$ cat config.mk
export PLATFORM = sky130hd
export DESIGN_NAME = epoch_seconds_to_calendar_unit
export DESIGN_NICKNAME = d
export VERILOG_FILES = /design/src/sv/e2cal_pkg.sv /design/src/sv/e2cal_queue.sv /design/src/sv/e2cal_front.sv /design/src/sv/e2cal_back.sv /design/src/sv/epoch_seconds_to_calendar_unit.sv
export SDC_FILE = /design/constraint.sdc
export NUM_CORES = 1
export LEC_CHECK = 0
export ABC_CLOCK_PERIOD_IN_PS = 7100
export BUFFER_PORTS_ARGS = -buffer_cell sky130_fd_sc_hd__buf_2
export CAP_MARGIN = 20
export CORE_MARGIN = 10
export CORE_UTILIZATION = 45
export DETAILED_ROUTE_END_ITERATION = 8
export HOLD_SLACK_MARGIN = 0.1
export PLACE_DENSITY = 0.61
export SETUP_SLACK_MARGIN = 0.2
export SYNTH_ARGS = -nofsm -noshare
export SYNTH_HDL_FRONTEND = slang
export SYNTH_SLANG_ARGS = --single-unit
export TNS_END_PERCENT = 50
$ cat constraint.sdc
create_clock -name clk -period 7.1 [get_ports clk]
set_input_delay 1.065 -clock clk [delete_from_list [all_inputs] [get_ports clk]]
set_output_delay 1.065 -clock clk [all_outputs]
set_load 0.05 [all_outputs]
$ cat src/sv/e2cal_pkg.sv
// Package for the epoch-seconds to calendar converter.
// Constants, the split-time record passed between front and back, and the month table.
// No dependencies.
`default_nettype none

package e2cal_pkg;

	localparam int SecsPerDay  = 86400;
	localparam int SecsPerHour = 3600;
	localparam int SecsPerMin  = 60;
	localparam int BaseYear    = 2000;
	localparam int MaxYear     = 2136;
	localparam int YearLenLeap = 366;
	localparam int YearLenStd  = 365;
	localparam int CentYears   = 100;
	localparam int QuadCent    = 400;
	localparam int MonthsPerYr = 12;
	localparam int MonthFeb    = 2;

	// constant divides: strip the power of two, then multiply by a rounded-up reciprocal
	localparam int DayShift    = 7;         // 86400 = 675 << 7
	localparam int DayOdd      = 675;
	localparam int DayRecip    = 50903317;  // ceil(2^35 / 675)
	localparam int DayRecipW   = 26;
	localparam int DayRecipSh  = 35;
	localparam int HourShift   = 4;         // 3600 = 225 << 4
	localparam int HourOdd     = 225;
	localparam int HourRecip   = 9321;      // ceil(2^21 / 225)
	localparam int HourRecipW  = 14;
	localparam int HourRecipSh = 21;
	localparam int MinShift    = 2;         // 60 = 15 << 2
	localparam int MinOdd      = 15;
	localparam int MinRecip    = 1093;      // ceil(2^14 / 15)
	localparam int MinRecipW   = 11;
	localparam int MinRecipSh  = 14;

	localparam int InW    = 32;
	localparam int RemW   = $clog2(SecsPerDay);
	localparam int HrRemW = $clog2(SecsPerHour);
	localparam int DaysW  = 16;
	localparam int YearW  = 12;
	localparam int MonW   = 4;
	localparam int DayW   = 5;
	localparam int HourW  = 5;
	localparam int MinW   = 6;
	localparam int SecW   = 6;
	localparam int OutW   = 40;

	localparam int QDepth = 2;
	localparam int QPtrW  = (QDepth > 1) ? $clog2(QDepth) : 1;
	localparam int QCntW  = $clog2(QDepth + 1);

	typedef struct packed {
		logic [DaysW-1:0] days;
		logic [HourW-1:0] hour;
		logic [MinW-1:0]  minute;
		logic [SecW-1:0]  second;
	} split_t;

	function automatic logic [DayW-1:0] month_len(input logic [MonW-1:0] m, input logic leap);
		logic [DayW-1:0] d;
		unique case (m)
			4'd1, 4'd3, 4'd5, 4'd7, 4'd8, 4'd10, 4'd12: d = DayW'(31);
			4'd4, 4'd6, 4'd9, 4'd11:                    d = DayW'(30);
			4'd2:                                       d = leap ? DayW'(29) : DayW'(28);
			default:                                    d = DayW'(31);
		endcase
		return d;
	endfunction

endpackage

`default_nettype wire

$ cat src/sv/e2cal_queue.sv
// Short queue between the front (time-of-day split) and back (calendar walk).
// Register FIFO of split_t records; uses e2cal_pkg.
`default_nettype none

module e2cal_queue
	import e2cal_pkg::*;
(
	input  wire logic   clk,
	input  wire logic   arst_n,
	input  wire logic   push,
	input  wire split_t push_data,
	output logic        full,
	input  wire logic   pop,
	output split_t      pop_data,
	output logic        empty
);

	split_t             mem_q [QDepth];
	logic [QPtrW-1:0]   wr_ptr_q;
	logic [QPtrW-1:0]   rd_ptr_q;
	logic [QCntW-1:0]   count_q;
	logic               do_push;
	logic               do_pop;

	assign full     = (count_q == QCntW'(QDepth));
	assign empty    = (count_q == '0);
	assign do_push  = push && !full;
	assign do_pop   = pop && !empty;
	assign pop_data = mem_q[rd_ptr_q];

	always_ff @(posedge clk) begin
		if (do_push) begin
			mem_q[wr_ptr_q] <= push_data;
		end
	end

	always_ff @(posedge clk or negedge arst_n) begin
		if (!arst_n) begin
			wr_ptr_q <= '0;
			rd_ptr_q <= '0;
			count_q  <= '0;
		end else begin
			if (do_push) begin
				wr_ptr_q <= (wr_ptr_q == QPtrW'(QDepth - 1)) ? '0 : wr_ptr_q + 1'b1;
			end
			if (do_pop) begin
				rd_ptr_q <= (rd_ptr_q == QPtrW'(QDepth - 1)) ? '0 : rd_ptr_q + 1'b1;
			end
			if (do_push && !do_pop) begin
				count_q <= count_q + 1'b1;
			end else if (do_pop && !do_push) begin
				count_q <= count_q - 1'b1;
			end
		end
	end

endmodule

`default_nettype wire

$ cat src/sv/e2cal_front.sv
// Front end: accepts a seconds count and splits it into days, hour, minute, second.
// Constant divides by reciprocal multiply, quotient and remainder on separate cycles; uses e2cal_pkg.
`default_nettype none

module e2cal_front
	import e2cal_pkg::*;
(
	input  wire logic             clk,
	input  wire logic             arst_n,
	input  wire logic             in_valid,
	output logic                  in_ready,
	input  wire logic [InW-1:0]   in_secs,
	output logic                  q_push,
	output split_t                q_data,
	input  wire logic             q_full
);

	typedef enum logic [7:0] {
		F_IDLE = 8'b0000_0001,
		F_DAY  = 8'b0000_0010,
		F_DREM = 8'b0000_0100,
		F_HOUR = 8'b0000_1000,
		F_HREM = 8'b0001_0000,
		F_MIN  = 8'b0010_0000,
		F_MREM = 8'b0100_0000,
		F_PUSH = 8'b1000_0000
	} fstate_t;

	localparam int DayXW  = InW - DayShift;
	localparam int DayPW  = DayXW + DayRecipW;
	localparam int HourXW = RemW - HourShift;
	localparam int HourPW = HourXW + HourRecipW;
	localparam int MinXW  = HrRemW - MinShift;
	localparam int MinPW  = MinXW + MinRecipW;

	fstate_t           state_q;
	logic [InW-1:0]    secs_q;
	logic [DaysW-1:0]  days_q;
	logic [RemW-1:0]   sod_q;
	logic [HourW-1:0]  hour_q;
	logic [HrRemW-1:0] soh_q;
	logic [MinW-1:0]   minute_q;
	logic [SecW-1:0]   second_q;

	logic [DayXW-1:0]  day_x;
	logic [DayPW-1:0]  day_prod;
	logic [DayXW-1:0]  day_odd;
	logic [HourXW-1:0] hour_x;
	logic [HourPW-1:0] hour_prod;
	logic [HourXW-1:0] hour_odd;
	logic [MinXW-1:0]  min_x;
	logic [MinPW-1:0]  min_prod;
	logic [MinXW-1:0]  min_odd;

	// days, then seconds of day, then hour, seconds of hour, minute, second
	assign day_x     = secs_q[InW-1:DayShift];
	assign day_prod  = DayPW'(day_x) * DayPW'(DayRecip);
	assign day_odd   = day_x - DayXW'(days_q) * DayXW'(DayOdd);
	assign hour_x    = sod_q[RemW-1:HourShift];
	assign hour_prod = HourPW'(hour_x) * HourPW'(HourRecip);
	assign hour_odd  = hour_x - HourXW'(hour_q) * HourXW'(HourOdd);
	assign min_x     = soh_q[HrRemW-1:MinShift];
	assign min_prod  = MinPW'(min_x) * MinPW'(MinRecip);
	assign min_odd   = min_x - MinXW'(minute_q) * MinXW'(MinOdd);

	assign in_ready = (state_q == F_IDLE);
	assign q_push   = (state_q == F_PUSH);
	assign q_data   = '{days: days_q, hour: hour_q, minute: minute_q, second: second_q};

	always_ff @(posedge clk) begin
		unique case (state_q)
			F_IDLE: begin
				secs_q <= in_secs;
			end
			F_DAY: begin
				days_q <= day_prod[DayRecipSh +: DaysW];
			end
			F_DREM: begin
				sod_q <= {day_odd[RemW-DayShift-1:0], secs_q[DayShift-1:0]};
			end
			F_HOUR: begin
				hour_q <= hour_prod[HourRecipSh +: HourW];
			end
			F_HREM: begin
				soh_q <= {hour_odd[HrRemW-HourShift-1:0], sod_q[HourShift-1:0]};
			end
			F_MIN: begin
				minute_q <= min_prod[MinRecipSh +: MinW];
			end
			F_MREM: begin
				second_q <= {min_odd[SecW-MinShift-1:0], soh_q[MinShift-1:0]};
			end
			F_PUSH: begin
			end
			default: begin
			end
		endcase
	end

	always_ff @(posedge clk or negedge arst_n) begin
		if (!arst_n) begin
			state_q <= F_IDLE;
		end else begin
			unique case (state_q)
				F_IDLE: begin
					if (in_valid) begin
						state_q <= F_DAY;
					end
				end
				F_DAY:  state_q <= F_DREM;
				F_DREM: state_q <= F_HOUR;
				F_HOUR: state_q <= F_HREM;
				F_HREM: state_q <= F_MIN;
				F_MIN:  state_q <= F_MREM;
				F_MREM: state_q <= F_PUSH;
				F_PUSH: begin
					if (!q_full) begin
						state_q <= F_IDLE;
					end
				end
				default: state_q <= F_IDLE;
			endcase
		end
	end

endmodule

`default_nettype wire

$ cat src/sv/e2cal_back.sv
// Back end: walks whole years then whole months off the day count, holds the result beat.
// Leap rule kept by mod-100 and mod-400 year counters; uses e2cal_pkg.
`default_nettype none

module e2cal_back
	import e2cal_pkg::*;
(
	input  wire logic             clk,
	input  wire logic             arst_n,
	input  wire logic             q_empty,
	input  wire split_t           q_data,
	output logic                  q_pop,
	output logic                  out_valid,
	input  wire logic             out_ready,
	output logic [OutW-1:0]       out_data
);

	typedef enum logic [3:0] {
		B_IDLE = 4'b0001,
		B_YEAR = 4'b0010,
		B_MON  = 4'b0100,
		B_DONE = 4'b1000
	} bstate_t;

	localparam int C100W = $clog2(CentYears);
	localparam int C400W = $clog2(QuadCent);

	bstate_t           state_q;
	logic [DaysW-1:0]  days_q;
	logic [YearW-1:0]  year_q;
	logic [MonW-1:0]   month_q;
	logic [C100W-1:0]  c100_q;
	logic [C400W-1:0]  c400_q;
	logic [HourW-1:0]  hour_q;
	logic [MinW-1:0]   minute_q;
	logic [SecW-1:0]   second_q;
	logic              out_valid_q;
	logic [OutW-1:0]   out_data_q;

	logic              leap;
	logic [8:0]        ylen;
	logic [DayW-1:0]   mlen;
	logic              out_free;
	logic              load_out;
	logic [DayW-1:0]   day_out;

	assign leap = ((year_q[1:0] == 2'b00) && (c100_q != '0)) || (c400_q == '0);
	assign ylen = leap ? 9'(YearLenLeap) : 9'(YearLenStd);
	assign mlen = month_len(month_q, leap);

	assign out_free = !out_valid_q || out_ready;
	assign load_out = (state_q == B_DONE) && out_free;
	assign q_pop    = (state_q == B_IDLE) && !q_empty;
	assign day_out  = days_q[DayW-1:0] + 1'b1;

	assign out_valid = out_valid_q;
	assign out_data  = out_data_q;

	always_ff @(posedge clk) begin
		unique case (state_q)
			B_IDLE: begin
				days_q   <= q_data.days;
				hour_q   <= q_data.hour;
				minute_q <= q_data.minute;
				second_q <= q_data.second;
				year_q   <= YearW'(BaseYear);
				c100_q   <= '0;
				c400_q   <= '0;
				month_q  <= MonW'(1);
			end
			B_YEAR: begin
				if (days_q >= DaysW'(ylen)) begin
					days_q <= days_q - DaysW'(ylen);
					year_q <= year_q + 1'b1;
					c100_q <= (c100_q == C100W'(CentYears - 1)) ? '0 : c100_q + 1'b1;
					c400_q <= (c400_q == C400W'(QuadCent - 1)) ? '0 : c400_q + 1'b1;
				end
			end
			B_MON: begin
				if ((month_q != MonW'(MonthsPerYr)) && (days_q >= DaysW'(mlen))) begin
					days_q  <= days_q - DaysW'(mlen);
					month_q <= month_q + 1'b1;
				end
			end
			B_DONE: begin
			end
			default: begin
			end
		endcase
		if (load_out) begin
			out_data_q <= {2'b00, second_q, minute_q, hour_q, day_out, month_q, year_q};
		end
	end

	always_ff @(posedge clk or negedge arst_n) begin
		if (!arst_n) begin
			state_q     <= B_IDLE;
			out_valid_q <= 1'b0;
		end else begin
			if (load_out) begin
				out_valid_q <= 1'b1;
			end else if (out_ready) begin
				out_valid_q <= 1'b0;
			end
			unique case (state_q)
				B_IDLE: begin
					if (!q_empty) begin
						state_q <= B_YEAR;
					end
				end
				B_YEAR: begin
					if (days_q < DaysW'(ylen)) begin
						state_q <= B_MON;
					end
				end
				B_MON: begin
					if ((month_q == MonW'(MonthsPerYr)) || (days_q < DaysW'(mlen))) begin
						state_q <= B_DONE;
					end
				end
				B_DONE: begin
					if (out_free) begin
						state_q <= B_IDLE;
					end
				end
				default: state_q <= B_IDLE;
			endcase
		end
	end

	a_month_range: assert property (@(posedge clk) disable iff (!arst_n)
		(state_q == B_MON) |-> (month_q >= MonW'(1)) && (month_q <= MonW'(MonthsPerYr)))
		else $error("month out of range during walk");

	a_year_range: assert property (@(posedge clk) disable iff (!arst_n)
		(state_q == B_YEAR) |-> (year_q <= YearW'(MaxYear)))
		else $error("year walk overran");

	a_leap_ctrs: assert property (@(posedge clk) disable iff (!arst_n)
		(state_q == B_YEAR) |-> (c100_q < C100W'(CentYears)) && (c400_q < C400W'(QuadCent)))
		else $error("leap counters out of range");

	a_day_fits: assert property (@(posedge clk) disable iff (!arst_n)
		(state_q == B_DONE) |-> (days_q < DaysW'(mlen)))
		else $error("day of month beyond month length");

endmodule

`default_nettype wire

$ cat src/sv/epoch_seconds_to_calendar_unit.sv
// Epoch-seconds to calendar converter, top level.
// Instantiates e2cal_front, e2cal_queue and e2cal_back; uses e2cal_pkg.
//
// Input channel s_*: one beat carries a 32-bit count of seconds since 2000-01-01 00:00:00.
// Output channel m_*: one beat per input with year, month, day, hour, minute, second.
// Front: reciprocal multiplies split off days (/86400), hour (/3600) and minute and
// second (/60), quotient and remainder on separate cycles; the push waits on a full queue.
// A two-entry queue hands the split to the back, which subtracts one year per cycle
// (up to 136) and one month per cycle (up to 11), then holds the result until
// the output register is free. Front and back overlap through the queue.
// s_tready is high only while the front is idle.
// A stalled m_tready holds the result in the output register; the back then waits and the
// queue and front fill up before s_tready stays low.
// Reset empties the queue and returns both sides to idle; no result is pending after it.
`default_nettype none

module epoch_seconds_to_calendar_unit
	import e2cal_pkg::*;
(
	input  wire logic             clk,
	input  wire logic             arst_n,
	input  wire logic             s_tvalid,
	output logic                  s_tready,
	input  wire logic [InW-1:0]   s_tdata,   // [31:0] elapsed_seconds
	output logic                  m_tvalid,
	input  wire logic             m_tready,
	output logic [OutW-1:0]       m_tdata    // [11:0] year, [15:12] month, [20:16] day,
	                                         // [25:21] hour, [31:26] minute, [37:32] second
);

	logic    q_push;
	logic    q_full;
	logic    q_pop;
	logic    q_empty;
	split_t  q_wdata;
	split_t  q_rdata;

	e2cal_front u_front (
		.clk      (clk),
		.arst_n   (arst_n),
		.in_valid (s_tvalid),
		.in_ready (s_tready),
		.in_secs  (s_tdata),
		.q_push   (q_push),
		.q_data   (q_wdata),
		.q_full   (q_full)
	);

	e2cal_queue u_queue (
		.clk       (clk),
		.arst_n    (arst_n),
		.push      (q_push),
		.push_data (q_wdata),
		.full      (q_full),
		.pop       (q_pop),
		.pop_data  (q_rdata),
		.empty     (q_empty)
	);

	e2cal_back u_back (
		.clk       (clk),
		.arst_n    (arst_n),
		.q_empty   (q_empty),
		.q_data    (q_rdata),
		.q_pop     (q_pop),
		.out_valid (m_tvalid),
		.out_ready (m_tready),
		.out_data  (m_tdata)
	);

endmodule

`default_nettype wire

==> impl_metrics.csv <==
group,metric,value,unit
timing,setup-violations-final,0,
placement,globalplace.congestion,0.918,
layout,footprint_of_the_multi_input_gates,14900,µm²
layout,fin_nets,3063,
grt,first_pass_grt_wire_length,86700,µm
setup_path,cp_top_family,"adder cells",
clock_network,clk_latency,0.57,ns
clock_network,cts-htree-levels,2,
placement,hpwlAfterDp,44000,µm
timing,finalClockSkew,0.0278,ns
clock_network,holdBufCountCts,0,
logic_synthesis,netlist-cell-type-count,71,
layout,layoutNonFillerInstCount,3082,
layout,post_route_cells_drive_above_1_share,9.21,%
logic_synthesis,synth_sequential_area_ratio,33.0,%
grt,gr_layer_usage_met1,22.1,%
routing,vias_per_cell,5.00,
setup_path,cp-start-kind,"flop",
setup_path,setup.worst_path.class,"reg -> reg",
routing,drt_pre_antenna_iters,5,
routing,remaining_drc_errors,0,
setup_path,critPathSlowestCell,"edfxtp_1",
clock_network,cts-root-buf,"clkbuf_16",
clock_network,clkSinkCount,280,
routing,drt_iter0_drc,773,
run_status,outcome,"finished, final reports clean",
floorplan,height_of_the_chip,257,µm
grt,first_global_vias,16300,
grt,grt_antenna_before_repair,0,
clock_network,cts.path.max_buffers,3,
grt,grtUsageTotal,16.5,%
grt,grt_overflow_total,0,
timing,count_of_endpoints_failing_hold_in_the_final_timing_report,0,
setup_path,cp_data_arrival_time,6.97,ns
logic_synthesis,synth_seq_cells,280,
layout,area.sequential,8330,µm²
logic_synthesis,post_synth.cell_area_avg,11.6,µm²
timing,timing.final.max_slew_violations,0,
setup_path,required_arrival_time_at_the_worst_endpoint,7.47,ns
setup_path,slowest_delay,0.69,ns
min_path,hold_path.class,"reg -> reg",
setup_path,crit_path_end_kind,"flop",
routing,num_vias,15400,
routing,wirelength_routed,53900,µm
logic_synthesis,mappedNetlistArea,25200,µm²
clock_network,clkTransAtPathRegs,0.06,ns
layout,num_antenna_cells,0,
setup_path,crit_fanout,8,
logic_synthesis,yosys_warnings,0,
placement,place.port_buffers,75,
routing,wl_per_cell,17.5,µm
timing,finalWorstPathRequiredPeriod,6.60,ns
grt,global_route.usage.met3,2.44,%
floorplan,initial_utilization,45.6,%
floorplan,num_io_pins,78,
timing,tightest_slew,1.09,ns
floorplan,fp.dieW,257,µm
layout,area_growth_syn_to_layout,11.6,%
timing,rsz0062_at_grt,"no",
clock_network,total_cts_buffers,36,
logic_synthesis,number_of_synthesized_flops_with_an_enable_pin,263,
setup_path,cp_num_buf_inv,5,
logic_synthesis,synth-async-reset-ratio,6.07,%
timing,fmaxAchievable,152,MHz
grt,gr-max-usage-layer,"met2",
logic_synthesis,yosys_most_used_dff,"edfxtp_1",
setup_path,timing.critical_path.cells,"ha_1 > inv_1 > fa_1 > fa_1 > inv_1 > fa_1 > inv_1 > fa_1 > fa_1 > fa_1 > inv_1 > ha_1 > and4_1 > nand3_1 > a2111oi_2 > buf_4 > or2_4 > o31a_1 > a211oi_1 > a311oi_1",
clock_network,cts_tree,"built",
floorplan,fp.dieArea,65900,µm²
routing,final_antenna_net_count,0,
layout,final_core_utilization,50.9,%
logic_synthesis,synth_cells,2169,
layout,filler_cell_count,4924,
setup_path,path_common_cell,"fa_1",
grt,grt_util_met2,27.4,%
timing,final.period_utilization,92.9,%
timing,timing.max_slew.rel_slack,26.8,%
floorplan,row_count,86,
floorplan,placeableCoreArea,55300,µm²
flow_run,drv_cap,0,
placement,post-place-cells,2993,
grt,grt_max_degree,39,
synth_stat cells, drive strengths merged, types with 4 or more instances:
master / n / area, µm²
ha: 482 / 6030
nand4: 7 / 43.8
fa: 239 / 4780
nor4b: 4 / 41.3
mux2i: 17 / 170
nor4: 6 / 37.5
nor3: 11 / 60.1
a21oi: 47 / 243
a221oi: 4 / 35.0
edfxtp: 263 / 7900
mux2: 17 / 191
nand3: 31 / 155
nand2: 70 / 263
nor2b: 7 / 43.8
a211oi: 6 / 45.0
a21o: 23 / 173
inv: 529 / 1990
nand2b: 7 / 43.8
o21ai: 52 / 268
o21a: 6 / 45.0
or3: 8 / 50.1
o21bai: 6 / 45.0
xnor2: 73 / 639
dfrtp: 15 / 375
o22ai: 8 / 50.1
xor2: 30 / 263
clkbuf: 15 / 56.3
o211ai: 6 / 45.0
o31ai: 5 / 37.5
a22oi: 7 / 52.6
nor2: 78 / 293
o221ai: 7 / 61.3
nor3b: 12 / 90.1
and3: 8 / 50.1
a31oi: 6 / 37.5
and2: 8 / 50.1
nand3b: 5 / 37.5
final cells by class:
cell class | instances | share of cell area (%)
clock inverters | 25 | 1.34
well taps | 748 | 3.33
repair buffers | 116 | 2.50
multi-input cells | 1343 | 52.9
clock buffers | 41 | 3.27
flip-flops and latches | 280 | 29.6
inverters | 529 | 7.08
flip-flops by register name (all words and copies together) (netlist names), 5 cells and up:
signal,flops
u_back.c400_q,9
u_back.out_data,38
u_back.year_q,12
u_front.soh_q,12
u_back.minute_q,6
u_back.hour_q,5
u_front.minute_q,6
u_queue.mem_q,66
u_front.state_q,8
u_front.hour_q,5
u_front.secs_q,32
u_front.days_q,16
u_front.sod_q,17
u_back.c100_q,7
u_front.second_q,6
u_back.days_q,16
u_back.second_q,6
cell families after synthesis:
family                     Yosys count  share of synthesized area (%)
AOI/OAI and AO/OA                  213                           5.65
xor gates and xnor gates           103                           3.58
adders and majority gates          721                           42.9
buffers and inverters              547                           8.17
DFF                                280                           33.0
muxes                               34                           1.43
other                                1                         0.0149
and+or+nand+nor                    270                           5.27
cells in the final DEF (no fill, tap or decap), types with 8 or more instances in the layout:
| cell type | netlist | final |
|---|---|---|
| inv_1 | 529 | 526 |
| or3_1 | 8 | 8 |
| mux2i_1 | 17 | 17 |
| xor2_1 | 30 | 30 |
| mux2_2 | 17 | 17 |
| buf_4 | 2 | 38 |
| nand3_1 | 31 | 31 |
| dfrtp_1 | 15 | 15 |
| o21ai_0 | 39 | 38 |
| edfxtp_1 | 263 | 263 |
| a21oi_1 | 45 | 45 |
| xnor2_1 | 73 | 73 |
| fa_1 | 239 | 239 |
| o22ai_1 | 8 | 8 |
| nor3b_1 | 12 | 10 |
| and3_1 | 8 | 8 |
| ha_1 | 482 | 482 |
| clkbuf_16 | 0 | 36 |
| buf_2 | 0 | 76 |
| a21o_1 | 23 | 23 |
| nor2_1 | 78 | 77 |
| o21ai_1 | 11 | 11 |
| and2_1 | 8 | 8 |
| nand2_1 | 70 | 70 |
| nor3_1 | 10 | 10 |
final timing paths:
kind | start | endpoint | slack, ns | cells after the start
setup / recovery | u_front.secs_q[14] | u_front.days_q[15] | 0.50 | 20
hold / removal | u_back.minute_q[3] | u_back.out_data[29] | 0.41 | 0
setup reg to reg | u_front.secs_q[14] | u_front.days_q[15] | 0.50 | 20
hold reg to reg | u_back.minute_q[3] | u_back.out_data[29] | 0.41 | 0
max in group asynchronous | arst_n | u_front.state_q[0] | 6.33 | 1
min in group asynchronous | arst_n | u_back.out_valid | 0.43 | 1
metrics by stage:
step	setup slack, ns	setup TNS, ns	hold slack [ns]	area, µm²
final	0.501	0	0.413	28100
after global routing	0.201	0	0.420	28100
after CTS	0.368	0	0.417	28000
after detailed placement	-0.0869	-0.0869	0.405	26600
after global placement	0.0662	0	0.403	26600
after floorplan	1.03	0	0.400	25200
timing repair:
item                       CTS  global route
setup endpoints to repair    9             2
buffers inserted             4            16
gates resized for setup      2             2
layer usage:
metal,share of wire (%),vias to the layer above
li1,-,7484
met5,0,-
met4,2.1,0
met3,4.1,68
met1,47,7589
met2,47,268
worst register-to-register path, delay by kind of cell (launching register included):
family	cells	cell delay, ns
flops	1	0.69
buf+inv	5	0.45
compound gates	4	1.04
fa+ha+maj	8	3.65
simple gates	3	0.61
Power is left out: the tool's default activity adds up to more than one toggle a clock period on the data nets, which glitch-free logic cannot reach.
